==> src/rtl/vsrst_pkg.sv <==
// ============================================================================
// vsrst_pkg: shared types, constants and functions
// Holds the fixed-point formats, the outline table and the CORDIC constants
// that the rotate-scale-translate block uses.
// ============================================================================
package vsrst_pkg;

    localparam int HULL_SEGMENTS  = 12;
    localparam int FLAME_SEGMENTS = 2;
    localparam int TRIG_FRAC_BITS = 15;

    localparam int HULL_CAP   = 32;
    localparam int FLAME_CAP  = 8;
    localparam int HULL_USED  = (HULL_SEGMENTS > HULL_CAP) ? HULL_CAP : HULL_SEGMENTS;
    localparam int FLAME_USED = (FLAME_SEGMENTS > FLAME_CAP) ? FLAME_CAP : FLAME_SEGMENTS;
    localparam int SEG_TOTAL  = HULL_USED + FLAME_USED;
    localparam int SEG_W      = $clog2(SEG_TOTAL + 1);

    // CORDIC datapath: 30 fractional bits, angles in 2^-32 turn.
    localparam int CORDIC_STEPS = 24;
    localparam int CORDIC_FRAC  = 30;
    localparam int CW           = 34;
    localparam int ZW           = 34;
    localparam int SHW          = 5;
    localparam logic signed [CW-1:0] CORDIC_GAIN = 34'sd652032874;

    // Trig values: Q1.TRIG_FRAC_BITS.
    localparam int TW       = TRIG_FRAC_BITS + 1;
    localparam int TRIG_SH  = CORDIC_FRAC - TRIG_FRAC_BITS;
    // Rotated point and scaled point widths.
    localparam int RW       = TW + 5;
    localparam int PW       = RW + 17;
    localparam int PLACE_SH = TRIG_FRAC_BITS + 8;

    localparam logic signed [ZW-1:0] ATAN_TAB [CORDIC_STEPS] = '{
        34'sd536870912, 34'sd316933406, 34'sd167458907, 34'sd85004756,
        34'sd42667331,  34'sd21354465,  34'sd10679838,  34'sd5340245,
        34'sd2670163,   34'sd1335087,   34'sd667544,    34'sd333772,
        34'sd166886,    34'sd83443,     34'sd41722,     34'sd20861,
        34'sd10430,     34'sd5215,      34'sd2608,      34'sd1304,
        34'sd652,       34'sd326,       34'sd163,       34'sd81
    };

    typedef struct packed {
        logic                    flip;
        logic [15:0]             zoom;
        logic signed [15:0]      ox;
        logic signed [15:0]      oy;
        logic signed [CW-1:0]    x;
        logic signed [CW-1:0]    y;
        logic signed [ZW-1:0]    z;
    } cordic_t;

    typedef struct packed {
        logic signed [3:0] ax;
        logic signed [3:0] ay;
        logic signed [3:0] bx;
        logic signed [3:0] by;
    } seg_pts_t;

    // Negate a CORDIC result if neg, round it to Q1.TRIG_FRAC_BITS, saturate.
    function automatic logic signed [TW-1:0] to_trig(logic signed [CW-1:0] v, logic neg);
        logic signed [CW+1:0] w;
        logic signed [CW+1:0] r;
        w = neg ? -(CW+2)'(v) : (CW+2)'(v);
        r = (w + (CW+2)'(1 <<< (TRIG_SH - 1))) >>> TRIG_SH;
        if (r > (CW+2)'((1 <<< TRIG_FRAC_BITS) - 1))
            return TW'((1 <<< TRIG_FRAC_BITS) - 1);
        else if (r < -(CW+2)'(1 <<< TRIG_FRAC_BITS))
            return TW'(-(1 <<< TRIG_FRAC_BITS));
        else
            return r[TW-1:0];
    endfunction

    function automatic seg_pts_t hull_seg(logic [4:0] i);
        seg_pts_t p;
        case (i)
            5'd0:    p = '{-4'sd4,  4'sd3,  4'sd2,  4'sd0};
            5'd1:    p = '{-4'sd4, -4'sd3,  4'sd2,  4'sd0};
            5'd2:    p = '{-4'sd4, -4'sd3, -4'sd1,  4'sd4};
            5'd3:    p = '{-4'sd4,  4'sd3, -4'sd1, -4'sd4};
            5'd4:    p = '{-4'sd1,  4'sd4,  4'sd2,  4'sd0};
            5'd5:    p = '{-4'sd1, -4'sd4,  4'sd2,  4'sd0};
            5'd6:    p = '{ 4'sd2,  4'sd0,  4'sd3,  4'sd1};
            5'd7:    p = '{ 4'sd3,  4'sd1,  4'sd4,  4'sd0};
            5'd8:    p = '{ 4'sd2,  4'sd0,  4'sd3, -4'sd1};
            5'd9:    p = '{ 4'sd3, -4'sd1,  4'sd4,  4'sd0};
            5'd10:   p = '{-4'sd1,  4'sd4,  4'sd1,  4'sd4};
            5'd11:   p = '{-4'sd1, -4'sd4,  4'sd1, -4'sd4};
            default: p = '0;
        endcase
        return p;
    endfunction

    function automatic seg_pts_t flame_seg(logic [2:0] i);
        seg_pts_t p;
        case (i)
            3'd0:    p = '{-4'sd6, 4'sd0, -4'sd3,  4'sd2};
            3'd1:    p = '{-4'sd6, 4'sd0, -4'sd3, -4'sd2};
            default: p = '0;
        endcase
        return p;
    endfunction

    function automatic seg_pts_t seg_lookup(logic [SEG_W-1:0] k);
        logic [SEG_W+5:0] kk;
        logic [SEG_W+5:0] fk;
        kk = (SEG_W+6)'(k);
        fk = kk - (SEG_W+6)'(HULL_USED);
        if (kk < (SEG_W+6)'(HULL_USED))
            return hull_seg(kk[4:0]);
        else
            return flame_seg(fk[2:0]);
    endfunction

endpackage

==> src/rtl/vsrst_cordic_cell.sv <==
// ============================================================================
// vsrst_cordic_cell: one CORDIC rotation step
// Performs one micro-rotation and hands the result to the next cell.
// ============================================================================
module vsrst_cordic_cell
    import vsrst_pkg::*;
(
    input  logic                 clk,
    input  logic                 rst_n,
    input  logic                 en,
    input  logic [SHW-1:0]       shift,
    input  logic signed [ZW-1:0] atan,
    input  logic                 in_valid,
    input  cordic_t              in_data,
    output logic                 out_valid,
    output cordic_t              out_data
);

    logic    valid_reg;
    cordic_t data_reg;
    cordic_t data_next;
    logic signed [CW-1:0] dx;
    logic signed [CW-1:0] dy;

    always_comb
    begin
        dx = in_data.y >>> shift;
        dy = in_data.x >>> shift;
        data_next = in_data;
        if (!in_data.z[ZW-1])
        begin
            data_next.x = in_data.x - dx;
            data_next.y = in_data.y + dy;
            data_next.z = in_data.z - atan;
        end
        else
        begin
            data_next.x = in_data.x + dx;
            data_next.y = in_data.y - dy;
            data_next.z = in_data.z + atan;
        end
    end

    always_ff @(posedge clk or negedge rst_n)
    begin
        if (!rst_n)
            valid_reg <= 1'b0;
        else if (en)
            valid_reg <= in_valid;
    end

    always_ff @(posedge clk)
    begin
        if (en)
            data_reg <= data_next;
    end

    assign out_valid = valid_reg;
    assign out_data  = data_reg;

endmodule

==> config.mk <==
export PLATFORM = sky130hd
export DESIGN_NAME = vsrst_cordic_cell
export DESIGN_NICKNAME = d
export VERILOG_FILES = /design/src/rtl/vsrst_pkg.sv /design/src/rtl/vsrst_cordic_cell.sv
export SDC_FILE = /design/constraint.sdc
export NUM_CORES = 1
export LEC_CHECK = 0
export BUFFER_PORTS_ARGS = -buffer_cell sky130_fd_sc_hd__buf_2
export CAP_MARGIN = 0
export CORE_ASPECT_RATIO = 1.2
export CORE_MARGIN = 2
export CORE_UTILIZATION = 50
export CTS_BUF_LIST = sky130_fd_sc_hd__clkbuf_8
export CTS_CLUSTER_DIAMETER = 30
export CTS_CLUSTER_SIZE = 20
export DETAILED_ROUTE_END_ITERATION = 16
export MAX_ROUTING_LAYER = met4
export PLACE_DENSITY = 0.78
export SYNTH_ARGS = -nofsm -noshare
export SYNTH_HDL_FRONTEND = slang
export SYNTH_SLANG_ARGS = --single-unit
==> constraint.sdc <==
create_clock -name clk -period 1 [get_ports clk]
set_input_delay 0 -clock clk [delete_from_list [all_inputs] [get_ports clk]]
set_output_delay 0 -clock clk [all_outputs]
set_load 0.05 [all_outputs]
==> impl_metrics.env, run 1 <==
export IMPL_yosys_most_used_dff="edfxtp_1"
export IMPL_die_w_um=169
export IMPL_grt_pass1_vias=26700
export IMPL_io_buffers=345
export IMPL_synth_cell_type_count=99
export IMPL_error="[ERROR GRT-0116] Global routing finished with congestion. Check the congestion regions in the DRC Viewer."
export IMPL_numCtsBuffers=17
export IMPL_yosys_area_top_type_share_pct=27.8
export IMPL_gp_congestion=1.03
export IMPL_htreeDepth=4
export IMPL_num_rows=72
export IMPL_status="aborted with a tool error"
export IMPL_initial_utilization_pct=50.8
export IMPL_clock_sinks=152
export IMPL_dp_hpwl_mm=61.3
export IMPL_synth_top_cells_by_area="edfxtp_1, mux4_2, ha_1, xnor2_1, a21oi_1"
export IMPL_syn_inst=1666
export IMPL_fp_dieH_um=202
export IMPL_synth_nets=1965
export IMPL_placedCellCount=3117
export IMPL_grtUsageTotal_pct=74.7
export IMPL_synth_area_leader_cell="edfxtp_1"
export IMPL_ys_warnings_count=0
export IMPL_grt_max_degree=29
export IMPL_netlist_area_um2=16300
export IMPL_grt_overflow_total=5
export IMPL_ys_seq_area_share_pct=27.9
export IMPL_num_io_pins=346
export IMPL_grt_pass1_wl_mm=181
export IMPL_clockBufferDepth=2
export IMPL_root_buffer="clkbuf_8"
export IMPL_synthArstFlopShare_pct=0.658
export IMPL_stop_stage="global routing"
export IMPL_synthTopCellsByCount="a21oi_1, edfxtp_1, nor2_1"
export IMPL_ys_ff_latch=152
export IMPL_syn_area_per_cell_um2=9.80
export IMPL_synth_edf_count=151
==> per-layer routing <==
metal	overflow	track usage [%]
met2	0	92.2
met1	0	71.7
met5	-	-
met3	0	57.7
met4	5	71.7
==> per-stage QoR <==
step | hold WS [ps] | cell area (um^2) | worst slack [ps]
floorplan | -296 | 16900 | -3640
global placement | -223 | 24600 | -4150
detailed placement | -219 | 24600 | -4390
CTS | -87.8 | 28200 | -3420
==> logic make-up after synthesis <==
| logic type | after synthesis | synth area share [%] |
|---|---|---|
| multiplexers | 165 | 16.2 |
| buffers and inverters | 123 | 3.91 |
| AO/OA/AOI/OAI | 515 | 20.9 |
| adder cells (fa/ha/maj) | 105 | 8.19 |
| XOR/XNOR | 186 | 9.98 |
| AND/OR/NAND/NOR | 420 | 12.9 |
| flip-flops | 152 | 27.9 |
==> repair_timing <==
item	4_1_cts
pin swaps	152
gates cloned	5
hold buffers	55
hold endpoints to repair	64
setup endpoints to repair	252
resized for setup	553
buffers inserted	64
==> run 2, diff against run 1 <==
Settings changed: CORE_ASPECT_RATIO 1.2 to unset, CORE_UTILIZATION 50 to 35, CTS_BUF_LIST sky130_fd_sc_hd__clkbuf_8 to unset, CTS_CLUSTER_DIAMETER 30 to unset, CTS_CLUSTER_SIZE 20 to unset, MAX_ROUTING_LAYER met4 to unset, PLACE_DENSITY 0.78 to unset, PLACE_DENSITY_LB_ADDON set to 0.15.
==> impl_metrics.env, run 2 <==
export IMPL_finalPower_w=0.0448
export IMPL_viasPerCell=5.40
export IMPL_core_um2=46300
export IMPL_r2r_start="out_valid"
export IMPL_path_clk_slew_ps=80
export IMPL_syn_inst=1666
export IMPL_synthArstFlopShare_pct=0.658
export IMPL_fin_ws_ps=-3480
export IMPL_p_per_area_nw_per_um2=1530
export IMPL_timing_fmax_ghz=0.223
export IMPL_io_buffers=345
export IMPL_grt_pass1_wl_mm=106
export IMPL_finalSetupTns_ps=-236430
export IMPL_synth_top_cells_by_area="edfxtp_1, mux4_2, ha_1, xnor2_1, a21oi_1"
export IMPL_drc=0
export IMPL_antenna_found_initial=4
export IMPL_area_growth_pct=78.9
export IMPL_cp_arrival_ps=4720
export IMPL_ys_ff_latch=152
export IMPL_synth_edf_count=151
export IMPL_design_area_um2=29200
export IMPL_slowest_delay_ps=500
export IMPL_r2r_slack_ps=220
export IMPL_final_cell_mix="buf_4, buf_6, buf_2"
export IMPL_largest_reg_flops=151
export IMPL_die_w_um=220
export IMPL_rr_worst_depth=1
export IMPL_period_minus_slack_ps=4480
export IMPL_clockBufferDepth=2
export IMPL_initial_utilization_pct=35.3
export IMPL_synth_nets=1965
export IMPL_cts_tree="done"
export IMPL_worstPathRequired_ps=1240
export IMPL_ys_seq_area_share_pct=27.9
export IMPL_clock_sinks=152
export IMPL_drt_pass1_iter_count=5
export IMPL_drv_cap=0
export IMPL_power_frac_seq_pct=21.5
export IMPL_holdBufCountCts=56
export IMPL_htreeDepth=4
export IMPL_fp_dieH_um=220
export IMPL_cp_top_family="compound AO/OA/AOI/OAI gates"
export IMPL_critPathKind="input port to flop"
export IMPL_vdd_drop_max_mv=1.82
export IMPL_die_area_um2=48400
export IMPL_pwr_share_comb_pct=63.3
export IMPL_final_common_cell="buf_4"
export IMPL_status="finished with violations"
export IMPL_drt_antenna_violating_nets=0
export IMPL_num_io_pins=346
export IMPL_synthTopCellsByCount="a21oi_1, edfxtp_1, nor2_1"
export IMPL_p_sw_w=0.0190
export IMPL_synth_area_leader_cell="edfxtp_1"
export IMPL_yosys_area_top_type_share_pct=27.8
export IMPL_hp_start="in_data[68]"
export IMPL_grt_overflow_total=0
export IMPL_cp_start_kind="input port"
export IMPL_worstSetupEndpointType="flop"
export IMPL_yosys_most_used_dff="edfxtp_1"
export IMPL_root_buffer="clkbuf_16"
export IMPL_dp_hpwl_mm=58.9
export IMPL_hold_path_cell_count=3
export IMPL_endpoint="out_data[100]"
export IMPL_path_buf_inv=3
export IMPL_hold_viol_final=2
export IMPL_gp_congestion=1.01
export IMPL_leakagePower_nw=13.1
export IMPL_synth_cell_type_count=99
export IMPL_netlist_area_um2=16300
export IMPL_num_rows=79
export IMPL_timing_rr_end="out_valid"
export IMPL_clock_latency_ps=470
export IMPL_crit_cells=23
export IMPL_min_period_over_period_pct=448
export IMPL_drt_iter0_drc=1218
export IMPL_setup_viol=252
export IMPL_syn_area_per_cell_um2=9.80
export IMPL_slew_viol_final=0
export IMPL_wl_mm=75.1
export IMPL_slowest_stage="mux4_2"
export IMPL_internal_power_w=0.0258
export IMPL_vias=18600
export IMPL_hold_slack_ps=-33.6
export IMPL_grt_max_degree=28
export IMPL_numCtsBuffers=17
export IMPL_crit_chain="buf_12 -> mux4_2 -> mux2_4 -> a32o_2 -> a211oi_4 -> nand4b_4 -> nor3b_4 -> buf_6 -> and3_4 -> nor2_4 -> xnor2_1 -> ha_1 -> and4_4 -> buf_6 -> a41o_1 -> a221o_1 -> a32o_2 -> nor2_4 -> o211ai_1 -> a21oi_2 -> o21bai_1 -> a21oi_2 -> xnor2_1"
export IMPL_grt_pass1_vias=18500
export IMPL_violations="negative hold slack, negative setup slack"
export IMPL_pwr_share_clk_pct=15.3
export IMPL_crit_fanout=7
export IMPL_critPathLaunch="shift[1]"
export IMPL_slew_headroom_pct=51.3
export IMPL_ys_warnings_count=0
export IMPL_switching_share_pct=42.4
export IMPL_hp_class="input port to flop"
export IMPL_nNetsFinal=3128
export IMPL_grtUsageTotal_pct=29.4
export IMPL_placed_cell_area_um2=24600
export IMPL_wl_per_cell_um=21.7
export IMPL_drive_gt1_share_pct=58.0
export IMPL_finalClockSkew_ps=0
export IMPL_max_slew_worst_pin_slew_ps=730
export IMPL_rsz0062_at_grt="yes"
==> run 2: logic make-up after synthesis <==
group | synth area share (%)
compound gates | 20.9
mux | 16.2
buf+inv | 3.91
xor+xnor | 9.98
fa+ha+maj | 8.19
simple gates | 12.9
flops | 27.9
==> run 2: per-layer routing <==
metal / routed length (um) / up-vias / global-route usage (%)
met4: 2940 / 4 / 12.7
met5: 22 / - / 0
met1: 30900 / 9076 / 36.2
met3: 4390 / 128 / 5.74
li1: - / 8773 / -
met2: 36800 / 652 / 49.8
==> run 2: final cells by class <==
| type | count | area [um^2] |
|---|---|---|
| flip-flops and latches | 152 | 4560 |
| repair buffers | 1224 | 10100 |
| well taps | 607 | 759 |
| multi-input cells | 1391 | 13000 |
| inverters | 43 | 171 |
| diodes | 4 | 10.0 |
| clock inverters | 15 | 196 |
| fillers | 3821 | 17000 |
| clock buffers | 17 | 425 |
==> run 2: what timing repair did <==
action	4_1_cts	5_1_grt
gates cloned	0	1
gates resized for setup	152	690
endpoints found under the setup margin	253	253
buffers inserted	37	68
pin swaps	74	144
hold endpoints to repair	74	2
==> run 2: how the worst min path moves through the flow <==
stage                              end  slack [ps]
final                     out_data[68]         -30
after global routing      out_data[68]         -70
after CTS                 out_data[68]         -90
after detailed placement     out_valid        -220
after global placement       out_valid        -220
after floorplan              out_valid        -300
==> run 2: metrics by stage <==
stage	hold slack (ps)	setup WS, ps	instances	utilization [%]
after floorplan	-296	-3640	1666	-
after global placement	-225	-4350	3276	53.2
after detailed placement	-224	-4330	3276	53.2
after CTS	-87.7	-3510	3395	57.6
after global routing	-65.6	-3660	3451	63.1
final	-33.6	-3480	3453	63.2
==> run 2: power by group through the flow <==
stage / logic (W) / registers, W / clock network, W
floorplan: 0.00899 / 0.0140 / 0
global placement: 0.0228 / 0.00933 / 0
detailed placement: 0.0229 / 0.00936 / 0
CTS: 0.0244 / 0.00929 / 0.00701
global route: 0.0300 / 0.00971 / 0.00722
finish: 0.0283 / 0.00961 / 0.00683
No activity file was read; power rests on OpenSTA's default activity.
